`src/design/assert_macros.svh`:
```
// Assertion macros shared by the edge locator RTL.
// Each macro expects signals named clk and arst_n in the scope where it is used.
`ifndef ASSERT_MACROS_SVH
`define ASSERT_MACROS_SVH

// Property checked at every clock edge outside reset.
`define CSEL_ASSERT(lbl, prop, msg) \
	lbl: assert property (@(posedge clk) disable iff (!arst_n) prop) \
		else $error(msg);

// A condition that must be followed by another one in the next cycle.
`define CSEL_ASSERT_NEXT(lbl, ante, cons, msg) \
	lbl: assert property (@(posedge clk) disable iff (!arst_n) (ante) |=> (cons)) \
		else $error(msg);

`endif

```
`src/design/csel_pkg.sv`:
```
// Shared types and constants of the caliper step edge locator.
// No dependencies; used by the interfaces, the gradient pipeline and the top level.
package csel_pkg;

	// Field widths of the item payloads.
	localparam int SAMPLE_W = 8;
	localparam int OFFSET_W = 10;
	localparam int GRAD_W   = 13;

	// Configuration port and register widths.
	localparam int HW_CFG_W   = 5;
	localparam int THR_W      = 8;
	localparam int POL_W      = 2;
	localparam int CFG_IDX_W  = 2;
	localparam int CFG_DATA_W = 8;

	// Register indexes.
	localparam logic [CFG_IDX_W-1:0] REG_HALF_WINDOW    = 2'd0;
	localparam logic [CFG_IDX_W-1:0] REG_STEP_THRESHOLD = 2'd1;
	localparam logic [CFG_IDX_W-1:0] REG_POLARITY       = 2'd2;

	// Polarity codes; the unused code behaves as either direction.
	localparam logic [POL_W-1:0] POL_EITHER  = 2'd0;
	localparam logic [POL_W-1:0] POL_RISING  = 2'd1;
	localparam logic [POL_W-1:0] POL_FALLING = 2'd2;

	// Register values after reset.
	localparam logic [HW_CFG_W-1:0] HALF_WINDOW_RESET    = 5'd2;
	localparam logic [THR_W-1:0]    STEP_THRESHOLD_RESET = 8'd20;
	localparam logic [POL_W-1:0]    POLARITY_RESET       = POL_EITHER;

	// Control that travels with each item down the gradient pipeline.
	typedef struct packed {
		logic valid;
		logic eval;
		logic last;
	} ctl_t;

endpackage

```
`src/design/csel_if.sv`:
```
// Valid/ready channel interfaces for samples in and edge results out.
// Depends on csel_pkg for the field widths.
interface csel_in_if;
	logic                             valid;
	logic                             ready;
	logic [csel_pkg::SAMPLE_W-1:0]    sample;
	logic                             last;

	modport source (output valid, output sample, output last, input ready);
	modport sink (input valid, input sample, input last, output ready);
endinterface

interface csel_out_if;
	logic                             valid;
	logic                             ready;
	logic                             edge_found;
	logic [csel_pkg::OFFSET_W-1:0]    edge_offset;
	logic signed [csel_pkg::GRAD_W-1:0] peak_gradient;
	logic                             too_short;

	modport source (output valid, output edge_found, output edge_offset,
		output peak_gradient, output too_short, input ready);
	modport sink (input valid, input edge_found, input edge_offset,
		input peak_gradient, input too_short, output ready);
endinterface

```
`src/design/csel_grad.sv`:
```
// Box step gradient pipeline: per-lane differences, grouped partial sums, total.
// Depends on csel_pkg for the sample width and the control struct.
module csel_grad #(
	parameter int MAX_HALF_WINDOW = 16,
	parameter int OFF_W = 10,
	localparam int HW = $clog2(MAX_HALF_WINDOW + 1),
	localparam int GW = $clog2(MAX_HALF_WINDOW * (2 ** csel_pkg::SAMPLE_W - 1) + 1) + 1
) (
	input  logic                  clk,
	input  logic                  arst_n,
	input  logic                  adv,
	input  logic [HW-1:0]         h_eff,
	input  logic [2*MAX_HALF_WINDOW:0][csel_pkg::SAMPLE_W-1:0] win,
	input  csel_pkg::ctl_t        ctl_in,
	input  logic [OFF_W-1:0]      off_in,
	output csel_pkg::ctl_t        ctl_out,
	output logic [OFF_W-1:0]      off_out,
	output logic signed [GW-1:0]  grad_out
);

	localparam int SW    = csel_pkg::SAMPLE_W;
	localparam int NG    = (MAX_HALF_WINDOW + 3) / 4;
	localparam int LANES = 4 * NG;
	localparam int WX    = LANES + MAX_HALF_WINDOW + 1;
	localparam int PW    = SW + 3;

	logic [WX-1:0][SW-1:0] win_x;
	logic [SW-1:0]         older [LANES];
	logic signed [SW:0]    diff [LANES];
	logic signed [SW:0]    diff_s1 [LANES];
	logic signed [PW-1:0]  part [NG];
	logic signed [PW-1:0]  part_s2 [NG];
	logic signed [GW-1:0]  total;
	logic signed [GW-1:0]  grad_s3;
	csel_pkg::ctl_t        ctl_s1, ctl_s2, ctl_s3;
	logic [OFF_W-1:0]      off_s1, off_s2, off_s3;

	// Lane j pairs the j-th newest sample with the one h+1 places older.
	// Lanes at or beyond the half window contribute nothing.
	always_comb begin
		win_x = '0;
		win_x[2*MAX_HALF_WINDOW:0] = win;
		for (int j = 0; j < LANES; j++) begin
			older[j] = '0;
			for (int k = 1; k <= MAX_HALF_WINDOW; k++) begin
				if (h_eff == HW'(k)) begin
					older[j] = win_x[j + k + 1];
				end
			end
			if (32'(h_eff) > j) begin
				diff[j] = $signed({1'b0, win_x[j]}) - $signed({1'b0, older[j]});
			end else begin
				diff[j] = '0;
			end
		end
	end

	// Partial sums over groups of four lanes.
	always_comb begin
		for (int g = 0; g < NG; g++) begin
			part[g] = '0;
			for (int i = 0; i < 4; i++) begin
				part[g] = part[g] + PW'(diff_s1[g*4 + i]);
			end
		end
	end

	// Total gradient from the group sums.
	always_comb begin
		total = '0;
		for (int g = 0; g < NG; g++) begin
			total = total + GW'(part_s2[g]);
		end
	end

	// Control flow through the three stages; the whole pipe holds on a stall.
	always_ff @(posedge clk or negedge arst_n) begin
		if (!arst_n) begin
			ctl_s1 <= '0;
			ctl_s2 <= '0;
			ctl_s3 <= '0;
		end else if (adv) begin
			ctl_s1 <= ctl_in;
			ctl_s2 <= ctl_s1;
			ctl_s3 <= ctl_s2;
		end
	end

	// Payload of the three stages.
	always_ff @(posedge clk) begin
		if (adv) begin
			diff_s1 <= diff;
			off_s1  <= off_in;
			part_s2 <= part;
			off_s2  <= off_s1;
			grad_s3 <= total;
			off_s3  <= off_s2;
		end
	end

	assign ctl_out  = ctl_s3;
	assign off_out  = off_s3;
	assign grad_out = grad_s3;

endmodule

```
`src/design/caliper_step_edge_locator.sv`:
```
// Top level of the caliper step edge locator: window, counting, extreme tracking, output.
// Depends on csel_pkg, csel_if.sv, csel_grad and assert_macros.svh.
//
// Channel | Direction | Payload                                          | Handshake
// pix     | in        | sample, last                                     | valid/ready
// res     | out       | edge_found, edge_offset, peak_gradient, too_short | valid/ready
// cfg     | in        | cfg_index, cfg_data                              | cfg_wr_en only
//
// One sample is accepted per clock while the input is not stalled; the result of a profile
// is registered through the three gradient stages and the output register after its last
// sample is accepted. Input stalls only while a finished result sits unread in the
// output register and the next one has reached the end of the gradient pipeline.
// Reset clears the configuration to its defaults and empties the pipeline.
`include "assert_macros.svh"

module caliper_step_edge_locator #(
	parameter int MAX_HALF_WINDOW = 16,
	parameter int MAX_PROFILE_LEN = 1024
) (
	input  logic                               clk,
	input  logic                               arst_n,
	input  logic                               cfg_wr_en,
	input  logic [csel_pkg::CFG_IDX_W-1:0]     cfg_index,
	input  logic [csel_pkg::CFG_DATA_W-1:0]    cfg_data,
	csel_in_if.sink                            pix,
	csel_out_if.source                         res
);

	localparam int SW    = csel_pkg::SAMPLE_W;
	localparam int HW    = $clog2(MAX_HALF_WINDOW + 1);
	localparam int GW    = $clog2(MAX_HALF_WINDOW * (2 ** SW - 1) + 1) + 1;
	localparam int CW    = $clog2(MAX_PROFILE_LEN + 1);
	localparam int OFF_W = $clog2(MAX_PROFILE_LEN);

	logic [csel_pkg::HW_CFG_W-1:0]   half_window_q;
	logic [csel_pkg::THR_W-1:0]      step_threshold_q;
	logic [csel_pkg::POL_W-1:0]      polarity_q;
	logic [HW-1:0]                   h_eff;
	logic [HW+7:0]                   thr_prod;
	logic signed [GW-1:0]            thr_q;

	logic [2*MAX_HALF_WINDOW-1:0][SW-1:0] window_q;
	logic [2*MAX_HALF_WINDOW:0][SW-1:0]   win;
	logic [CW-1:0]                   count_q;
	logic [HW:0]                     two_h;
	logic                            accept;
	logic                            adv;
	csel_pkg::ctl_t                  ctl_in;
	csel_pkg::ctl_t                  ctl_s3;
	logic [OFF_W-1:0]                off_in;
	logic [OFF_W-1:0]                off_s3;
	logic signed [GW-1:0]            grad_s3;

	logic                            best_valid_q;
	logic signed [GW-1:0]            best_grad_q;
	logic [OFF_W-1:0]                best_off_q;
	logic signed [GW-1:0]            g_mag, b_mag, nb_mag;
	logic                            better, take;
	logic                            nb_valid;
	logic signed [GW-1:0]            nb_grad;
	logic [OFF_W-1:0]                nb_off;
	logic                            found;
	logic                            load;

	logic                            res_valid_q;
	logic                            res_found_q;
	logic [csel_pkg::OFFSET_W-1:0]   res_off_q;
	logic signed [csel_pkg::GRAD_W-1:0] res_grad_q;
	logic                            res_too_short_q;
	logic                            res_blank;

	// Configuration registers.
	always_ff @(posedge clk or negedge arst_n) begin
		if (!arst_n) begin
			half_window_q    <= csel_pkg::HALF_WINDOW_RESET;
			step_threshold_q <= csel_pkg::STEP_THRESHOLD_RESET;
			polarity_q       <= csel_pkg::POLARITY_RESET;
		end else if (cfg_wr_en) begin
			case (cfg_index)
				csel_pkg::REG_HALF_WINDOW: begin
					half_window_q <= csel_pkg::HW_CFG_W'(cfg_data);
				end
				csel_pkg::REG_STEP_THRESHOLD: begin
					step_threshold_q <= csel_pkg::THR_W'(cfg_data);
				end
				csel_pkg::REG_POLARITY: begin
					polarity_q <= csel_pkg::POL_W'(cfg_data);
				end
				default: begin
				end
			endcase
		end
	end

	// Half window clamped to one through the maximum.
	always_comb begin
		if (half_window_q == '0) begin
			h_eff = HW'(1);
		end else if (32'(half_window_q) > MAX_HALF_WINDOW) begin
			h_eff = HW'(MAX_HALF_WINDOW);
		end else begin
			h_eff = HW'(half_window_q);
		end
	end

	// Scaled threshold is registered and follows the configuration in the next cycle.
	assign thr_prod = (HW + 8)'(h_eff) * (HW + 8)'(step_threshold_q);

	always_ff @(posedge clk or negedge arst_n) begin
		if (!arst_n) begin
			thr_q <= '0;
		end else begin
			thr_q <= $signed(GW'(thr_prod));
		end
	end

	// Handshake: hold everything only when a second result would overwrite the first.
	assign adv       = !(ctl_s3.valid && ctl_s3.last && res_valid_q && !res.ready);
	assign pix.ready = adv;
	assign accept    = pix.valid && adv;

	// Newest sample sits at position zero of the window.
	assign win   = {window_q, pix.sample};
	assign two_h = {h_eff, 1'b0};

	// A centre is scored once 2h+1 samples of the profile are in and the cap is not reached.
	always_comb begin
		ctl_in.valid = accept;
		ctl_in.last  = pix.last;
		ctl_in.eval  = (32'(count_q) < MAX_PROFILE_LEN) && (32'(count_q) >= 32'(two_h));
		off_in       = OFF_W'(count_q - CW'(two_h));
	end

	always_ff @(posedge clk) begin
		if (accept) begin
			window_q <= win[2*MAX_HALF_WINDOW-1:0];
		end
	end

	// Sample count of the current profile, saturating at the search length.
	always_ff @(posedge clk or negedge arst_n) begin
		if (!arst_n) begin
			count_q <= '0;
		end else if (accept) begin
			if (pix.last) begin
				count_q <= '0;
			end else if (32'(count_q) < MAX_PROFILE_LEN) begin
				count_q <= count_q + CW'(1);
			end
		end
	end

	csel_grad #(
		.MAX_HALF_WINDOW (MAX_HALF_WINDOW),
		.OFF_W           (OFF_W)
	) u_grad (
		.clk      (clk),
		.arst_n   (arst_n),
		.adv      (adv),
		.h_eff    (h_eff),
		.win      (win),
		.ctl_in   (ctl_in),
		.off_in   (off_in),
		.ctl_out  (ctl_s3),
		.off_out  (off_s3),
		.grad_out (grad_s3)
	);

	// Extreme tracking by polarity; on a tie the earlier centre stays.
	always_comb begin
		g_mag = (grad_s3 < 0) ? -grad_s3 : grad_s3;
		b_mag = (best_grad_q < 0) ? -best_grad_q : best_grad_q;
		case (polarity_q)
			csel_pkg::POL_RISING: begin
				better = grad_s3 > best_grad_q;
			end
			csel_pkg::POL_FALLING: begin
				better = grad_s3 < best_grad_q;
			end
			default: begin
				better = g_mag > b_mag;
			end
		endcase
		take     = ctl_s3.eval && (!best_valid_q || better);
		nb_valid = best_valid_q || take;
		nb_grad  = take ? grad_s3 : best_grad_q;
		nb_off   = take ? off_s3 : best_off_q;
		nb_mag   = (nb_grad < 0) ? -nb_grad : nb_grad;
		case (polarity_q)
			csel_pkg::POL_RISING: begin
				found = nb_grad > thr_q;
			end
			csel_pkg::POL_FALLING: begin
				found = nb_grad < -thr_q;
			end
			default: begin
				found = nb_mag > thr_q;
			end
		endcase
	end

	assign load = adv && ctl_s3.valid && ctl_s3.last;

	always_ff @(posedge clk or negedge arst_n) begin
		if (!arst_n) begin
			best_valid_q <= 1'b0;
		end else if (adv && ctl_s3.valid) begin
			best_valid_q <= nb_valid && !ctl_s3.last;
		end
	end

	always_ff @(posedge clk) begin
		if (adv && ctl_s3.valid) begin
			best_grad_q <= nb_grad;
			best_off_q  <= nb_off;
		end
	end

	// Output register; a profile with no scored centre reports a blank result.
	always_ff @(posedge clk or negedge arst_n) begin
		if (!arst_n) begin
			res_valid_q <= 1'b0;
		end else if (load) begin
			res_valid_q <= 1'b1;
		end else if (res.ready) begin
			res_valid_q <= 1'b0;
		end
	end

	always_ff @(posedge clk) begin
		if (load) begin
			res_found_q     <= nb_valid && found;
			res_off_q       <= nb_valid ? csel_pkg::OFFSET_W'(nb_off) : '0;
			res_grad_q      <= nb_valid ? csel_pkg::GRAD_W'(nb_grad) : '0;
			res_too_short_q <= !nb_valid;
		end
	end

	assign res.valid         = res_valid_q;
	assign res.edge_found    = res_found_q;
	assign res.edge_offset   = res_off_q;
	assign res.peak_gradient = res_grad_q;
	assign res.too_short     = res_too_short_q;

	// A blank result carries no edge, no offset and no gradient.
	assign res_blank = !res_found_q && res_grad_q == '0 && res_off_q == '0;

	// Checks on the block's own control.
	`CSEL_ASSERT(a_stall_needs_result, !pix.ready |-> res_valid_q, "input stalled with no result held")
	`CSEL_ASSERT(a_short_is_blank, res_valid_q && res_too_short_q |-> res_blank, "short result not blank")
	`CSEL_ASSERT_NEXT(a_profile_end_clears, load, !best_valid_q, "best not cleared at profile end")
	`CSEL_ASSERT(a_count_bound, 32'(count_q) <= MAX_PROFILE_LEN, "sample count beyond search length")

endmodule

```
`src/flat_wrapper.sv`:
```
// flat-port wrapper written by rule: the top's interface ports become plain ports
module caliper_step_edge_locator_flat 
#(
	parameter int MAX_HALF_WINDOW = 16,
	parameter int MAX_PROFILE_LEN = 1024
)
  (clk, arst_n, cfg_wr_en, cfg_index, cfg_data, pix_valid, pix_sample, pix_last, pix_ready, res_valid, res_edge_found, res_edge_offset, res_peak_gradient, res_too_short, res_ready);
  csel_in_if pix_i ();
  csel_out_if res_i ();
  input  logic clk;
  input  logic arst_n;
  input  logic cfg_wr_en;
  input  logic [csel_pkg::CFG_IDX_W-1:0] cfg_index;
  input  logic [csel_pkg::CFG_DATA_W-1:0] cfg_data;
  input wire logic [$bits(pix_i.valid)-1:0] pix_valid;
  input wire logic [$bits(pix_i.sample)-1:0] pix_sample;
  input wire logic [$bits(pix_i.last)-1:0] pix_last;
  output wire logic [$bits(pix_i.ready)-1:0] pix_ready;
  output wire logic [$bits(res_i.valid)-1:0] res_valid;
  output wire logic [$bits(res_i.edge_found)-1:0] res_edge_found;
  output wire logic [$bits(res_i.edge_offset)-1:0] res_edge_offset;
  output wire logic [$bits(res_i.peak_gradient)-1:0] res_peak_gradient;
  output wire logic [$bits(res_i.too_short)-1:0] res_too_short;
  input wire logic [$bits(res_i.ready)-1:0] res_ready;
  assign pix_i.valid = pix_valid;
  assign pix_i.sample = pix_sample;
  assign pix_i.last = pix_last;
  assign pix_ready = pix_i.ready;
  assign res_valid = res_i.valid;
  assign res_edge_found = res_i.edge_found;
  assign res_edge_offset = res_i.edge_offset;
  assign res_peak_gradient = res_i.peak_gradient;
  assign res_too_short = res_i.too_short;
  assign res_i.ready = res_ready;
  caliper_step_edge_locator #(.MAX_HALF_WINDOW(MAX_HALF_WINDOW), .MAX_PROFILE_LEN(MAX_PROFILE_LEN)) u_core (.clk(clk), .arst_n(arst_n), .cfg_wr_en(cfg_wr_en), .cfg_index(cfg_index), .cfg_data(cfg_data), .pix(pix_i), .res(res_i));
endmodule
```
`config.mk`:
```
export PLATFORM = sky130hd
export DESIGN_NAME = caliper_step_edge_locator_flat
export DESIGN_NICKNAME = d
export VERILOG_FILES = /design/src/design/csel_pkg.sv /design/src/design/csel_if.sv /design/src/design/csel_grad.sv /design/src/design/caliper_step_edge_locator.sv /design/src/flat_wrapper.sv
export VERILOG_INCLUDE_DIRS = /design/src /design/src/design
export SDC_FILE = /design/constraint.sdc
export NUM_CORES = 2
export LEC_CHECK = 0
export ABC_AREA = 1
export ABC_CLOCK_PERIOD_IN_PS = 13800
export BUFFER_PORTS_ARGS = -buffer_cell sky130_fd_sc_hd__buf_2
export CORE_MARGIN = 3
export CORE_UTILIZATION = 30
export DETAILED_ROUTE_END_ITERATION = 16
export PLACE_DENSITY = 0.52
export SYNTH_ARGS = -nofsm -noshare
export SYNTH_HDL_FRONTEND = slang
export SYNTH_SLANG_ARGS = --single-unit
```
`constraint.sdc`:
```
create_clock -name clk -period 13.8 [get_ports clk]
set_input_delay 2.07 -clock clk [delete_from_list [all_inputs] [get_ports clk]]
set_output_delay 2.07 -clock clk [all_outputs]
set_load 0.01 [all_outputs]
```
=== Word level (Yosys, flattened, before mapping) ===
Index checks and enable logic that the tools add are counted.

* Bits in registers: 585

* Add/subtract/negate cells: 37
* Multipliers: 1
* Magnitude comparators: 28
* Equal/unequal tests: 20
* Multiplexer cells: 269
* Reductions and logical operators: 25

{| class="wikitable"
|+ Operators by type and width
! cell !! count
|-
| $mux W8 || 256
|-
| $sub A8 B8 Y9 || 16
|-
| $gt A13 B13 Y1 || 4
|-
| $mux W13 || 4
|-
| $neg A13 Y13 || 4
|-
| $add A10 B9 Y11 || 4
|-
| $add A11 B9 Y11 || 4
|-
| $add A9 B9 Y10 || 4
|-
| $eq A5 B4 Y1 const B || 8
|-
| $gt A5 B4 Y1 const B || 8
|-
| $lt A13 B1 Y1 const B || 3
|-
| $lt A13 B13 Y1 || 2
|-
| $mux W11 || 2
|-
| $eq A5 B3 Y1 const B || 4
|-
| $gt A5 B3 Y1 const B || 4
|-
| $add A12 B11 Y13 || 1
|-
| $add A13 B11 Y13 || 1
|-
| $mul A5 B8 Y13 || 1
|-
| $add A11 B11 Y12 || 1
|-
| $add A11 B1 Y11 const B || 1
|-
| $ge A11 B6 Y1 || 1
|-
| $lt A11 B11 Y1 const B || 1
|-
| $eq A5 B2 Y1 const B || 2
|-
| $gt A5 B1 Y1 const B || 2
|-
| 18 further kinds || 42
|}

=== Depth between registers and ports, before layout ===
* Depth in word-level cells: 21
* Gate-level depth with buffers: 47
* Depth with buffers taken out: 46

=== By module ===
A second synthesis with hierarchy kept.

* Cells, all modules: 6597
* Area, all modules: 48029.8 um^2

{| class="wikitable"
|+ Modules (own cells, without submodules)
! module !! instances !! cells each !! area an instance (um^2) !! sequential area each (um^2)
|-
| csel_grad || 1 || 5376 || 32762.7 || 7161.9
|-
| caliper_step_edge_locator || 1 || 1221 || 15267.1 || 10158.5
|}

=== Worst setup path after synthesis ===
No wires, ideal clock.

* Path kind: input to output
* Start: input port res_ready
* End: output port pix_ready
* Arrival time: 8.842 ns
* Required time: 11.730 ns
* Setup slack: 2.888 ns
* Stages on the path: 5
* Buffers on the path: 1
* Cell sequence: nor2_1 > inv_1 > nor2_1 > inv_1 > clkbuf_1

* Longest elaborated chain between the ends: 3

{| class="wikitable"
|+ RTL lines
! item !! RTL line !! text
|-
| from (decl) || flat_wrapper.sv:24 || <nowiki>input wire logic [$bits(res_i.ready)-1:0] res_ready;</nowiki>
|-
| $logic_not A1 Y1 || caliper_step_edge_locator.sv:118 || <nowiki>assign adv = !(ctl_s3.valid && ctl_s3.last && res_valid_q && !res.ready);</nowiki>
|-
| $logic_and A1 B1 Y1 || caliper_step_edge_locator.sv:118 ||
|-
| $logic_not A1 Y1 || caliper_step_edge_locator.sv:118 ||
|-
| to (decl) || flat_wrapper.sv:18 || <nowiki>output wire logic [$bits(pix_i.ready)-1:0] pix_ready;</nowiki>
|}

Every way passes these cells.

=== Worst setup path in the final report ===
* Start: register u_core.half_window_q[2] (netlist name)
* End: register u_core.u_grad.diff_s1[97] (netlist name), data pin

* Longest elaborated chain between the ends: 21
* Elaborated cells on any way between the ends: 38
* Classes of those cells: 1 x add/sub; 2 x order compare; 16 x eq/ne; 18 x mux; 1 x reduce/logical

{| class="wikitable"
|+ RTL lines
! item !! RTL line !! text
|-
| from (decl) || caliper_step_edge_locator.sv:35 || <nowiki>logic [csel_pkg::HW_CFG_W-1:0] half_window_q;</nowiki>
|-
| from (signal assigned) || caliper_step_edge_locator.sv:75 || <nowiki>half_window_q <= csel_pkg::HALF_WINDOW_RESET;</nowiki>
|-
| from (signal assigned) || caliper_step_edge_locator.sv:81 || <nowiki>half_window_q <= csel_pkg::HW_CFG_W'(cfg_data);</nowiki>
|-
| $gt A5 B5 Y1 || caliper_step_edge_locator.sv:99 || <nowiki>end else if (32'(half_window_q) > MAX_HALF_WINDOW) begin</nowiki>
|-
| $mux W5 || caliper_step_edge_locator.sv:99 ||
|-
| $mux W5 * || caliper_step_edge_locator.sv:97 || <nowiki>if (half_window_q == '0) begin</nowiki>
|-
| $eq A5 B1 Y1 || csel_grad.sv:46 || <nowiki>if (h_eff == HW'(k)) begin</nowiki>
|-
| $mux W8 (16 in series) || csel_grad.sv:46 ||
|-
| $sub A8 B8 Y9 || csel_grad.sv:51 || <nowiki>diff[j] = $signed({1'b0, win_x[j]}) - $signed({1'b0, older[j]});</nowiki>
|-
| to (signal assigned) || csel_grad.sv:92 || <nowiki>diff_s1 <= diff;</nowiki>
|-
| to (decl) || csel_grad.sv:30 || <nowiki>logic signed [SW:0] diff_s1 [LANES];</nowiki>
|}

Every way passes the cells marked *; elsewhere a longest branch is shown, timed or not.
A chain may end at the register's enable or synchronous reset.

==> metrics.txt <==
Reg clk slew, reported paths=60 ps; DIE AREA=0.1583 sq mm; Period minus WS final=6765 ps; Detailed Place HPWL=118,600 um; ys async rst share=under 10%; R2R cell count=30; syn_area_per_cell=roughly 7.9 sq um; final instance count without filler cells=7,751; met1 usage=28.81%; Power Density=257.3 mW/mm^2; pin count of the biggest net entering global routing=roughly 120; wirelength, routed=169,200 um; CP endpoint=u_core.u_grad.diff_s1[97]$_SDFFCE_PP0N_; H-Tree Depth=3; hold-fix buffer count after cts=0; r2r startpoint=u_core.half_window_q[2]$_DFFE_PN0P_; maxcap violations=0; Synth area leader=edfxtp_1; DR iter-0 viols=5,464; Critical Path Start=u_core.half_window_q[2]$_DFFE_PN0P_; post-synth cell types=53; final setup vio count=0; Routability Congestion=0.9255; Arrival @ worst endpoint=7150 ps; Post-synth top cells=nand2_1, inv_1, nor2_1; final net count=roughly 6,000; Worst path slowest cell=nor2_8; #FFs+latches synth=585; die height=397.8 um; vias in the first global route=39,350; gr ovfl total=0; gr busiest metal=met2; Worst Max-Slew Pin Slew=roughly 1200 ps; Slew Limit Fails=0; 1st-pass router iterations=6; worst hold slack=410.3 ps; Hold Path Depth=0; r2r endpoint=u_core.u_grad.diff_s1[97]$_SDFFCE_PP0N_; layout cell share with drive strength beyond 1=a little under 6%; worst skew pair latency=680 ps; FF+latch area=0.01732 sq mm; Sink Count=585; Hold Crit Class=flip-flop to flip-flop; Initial Util=30.25%; area of the multi-input gates=0.02489 sq mm; number of cells produced by synthesis=5,844; vias=about 42,000; Top FF cell, synth=edfxtp_1; CP most frequent cell=nand2_1; setup TNS=0 ps; global-route wire length before repair=254,000 um; Worst Setup End Kind=flip-flop; Post-CTS Setup Bufs=0; P&R area growth vs syn=9.271%; die width=397.8 um; critical path launch point type=flip-flop; Clock Skews=42.34 ps; met2 Use GR=between 30% and 40%; initial antenna violation count=5; CTS tree=built; pre-CTS setup slack=6852 ps; Ports=51; drt drc=0; Crit Path Max Fanout=42; share of the synthesized area in the top cell type=between 30% and 40%; count leader, synth=nand2_1; clock buffer depth=3; post-cts sizing count=0; top post-synthesis cells by area=edfxtp_1, nand2_1, ha_1; Hold Vio Cnt, Final=0; WP data required=14,190 ps; Net Count, Synth=6,277; setup ws final=7035 ps; reg2reg setup slack=7040 ps; status=completed; VDD IR-drop max=about 0.27 mV; # fillers=approximately 16,000; Static Leak=0.02117 uW; Routed Antenna Nets=0; max_slew headroom=22.26%; vias per cell=5.436; routing usage on met3=4.195%; FP Rows=143; Fmax=147.8 MHz; clock root cell=clkbuf_16; synthesized area=0.04606 sq mm; core footprint=~0.15 sq mm; CP peak stage delay=620 ps; critical path type=flip-flop to flip-flop; Tot GR Track Use=20.94%; routed wire length per instance=21.83 um; final period utilization=between 40% and 50%; post-layout util=33.06%; Num CTS Buffers=72; synth warn=0; dpl cells=7,617; register area share after synthesis=37.60%; unrepaired setup endpoints after global routing=no; PortBufs=50; Post-synth EDFFs=535
-- metal layers --
metal,vias up,wire length [um]
li1,19570,-
met1,20090,72630
met2,2092,72500
met3,386,15100
met4,2,8967
met5,-,18
-- stage by stage --
step	power, uW	area (sq um)
final	12950	50330
after global routing	14040	50330
after CTS	12970	50330
after detailed placement	10880	47840
after global placement	10800	47840
after floorplan	8174	46060
-- worst max-delay path, delay by kind of cell (launching register included) --
family,cells,cell delay [ps]
AO/OA/AOI/OAI,6,1570
adder cells (fa/ha/maj),1,290
AND/OR/NAND/NOR,17,2350
buffers and inverters,6,1700
flip-flops,1,490
-- where the power goes --
part           switching (uW)  total (uW)  leakage (uW)  internal, uW
clock network             823        2030       0.00119          1210
registers                 463        3340       0.00611          2870
logic                    4930        7580        0.0139          2650
total                    6220       13000        0.0212          6740
-- layout make-up --
type / count / share of cell area, %
Antenna cell: 1 / 0.004972
Clock buffer: 85 / 3.908
Clock inverter: 48 / 1.039
Timing Repair Buffer: 103 / 1.362
Tap cell: 2030 / 5.046
Sequential cell: 585 / 34.42
Multi-Input combinational cell: 4264 / 49.45
Inverter: 635 / 4.775
-- placed cells by master (no fill, tap or decap), types with 145 or more instances in the layout --
cell,synthesis,routed
a21oi_1,437,437
nand3_1,164,163
inv_1,619,615
nand4_1,231,231
nor2_1,561,555
o21ai_0,344,344
nand2_1,1379,1378
edfxtp_1,535,535
nor3_1,145,145
ha_1,275,275
-- sequential cells by signal, indices dropped and copies added, names as in the netlist, 11 cells and up --
register	count
u_core.win	256
u_core.u_grad.diff_s1	144
u_core.u_grad.part_s2	44
u_core.best_grad_q	13
u_core.res.peak_gradient	13
u_core.thr_q	13
u_core.u_grad.grad_out	13
u_core.count_q	11
-- cell families after synthesis --
family	synth area share (%)
simple gates	23.88
compound gates	14.73
buf+inv	8.518
flops	37.60
fa+ha+maj	13.29
xor+xnor	1.977
-- worst min path at each step --
stage                                           start                            endpoint  slack, ps
global placement    u_core.u_grad.off_s1[2]$_DFFE_PN_   u_core.u_grad.off_s2[2]$_DFFE_PN_        400
global route        u_core.u_grad.off_s1[1]$_DFFE_PN_   u_core.u_grad.off_s2[1]$_DFFE_PN_        420
finish              u_core.u_grad.off_s1[5]$_DFFE_PN_   u_core.u_grad.off_s2[5]$_DFFE_PN_        410
floorplan           u_core.u_grad.off_s2[0]$_DFFE_PN_  u_core.u_grad.off_out[0]$_DFFE_PN_        400
detailed placement  u_core.u_grad.off_s1[1]$_DFFE_PN_   u_core.u_grad.off_s2[1]$_DFFE_PN_        400
CTS                 u_core.u_grad.off_s1[5]$_DFFE_PN_   u_core.u_grad.off_s2[5]$_DFFE_PN_        410
Note: power is estimated with default switching activity, not from simulation.
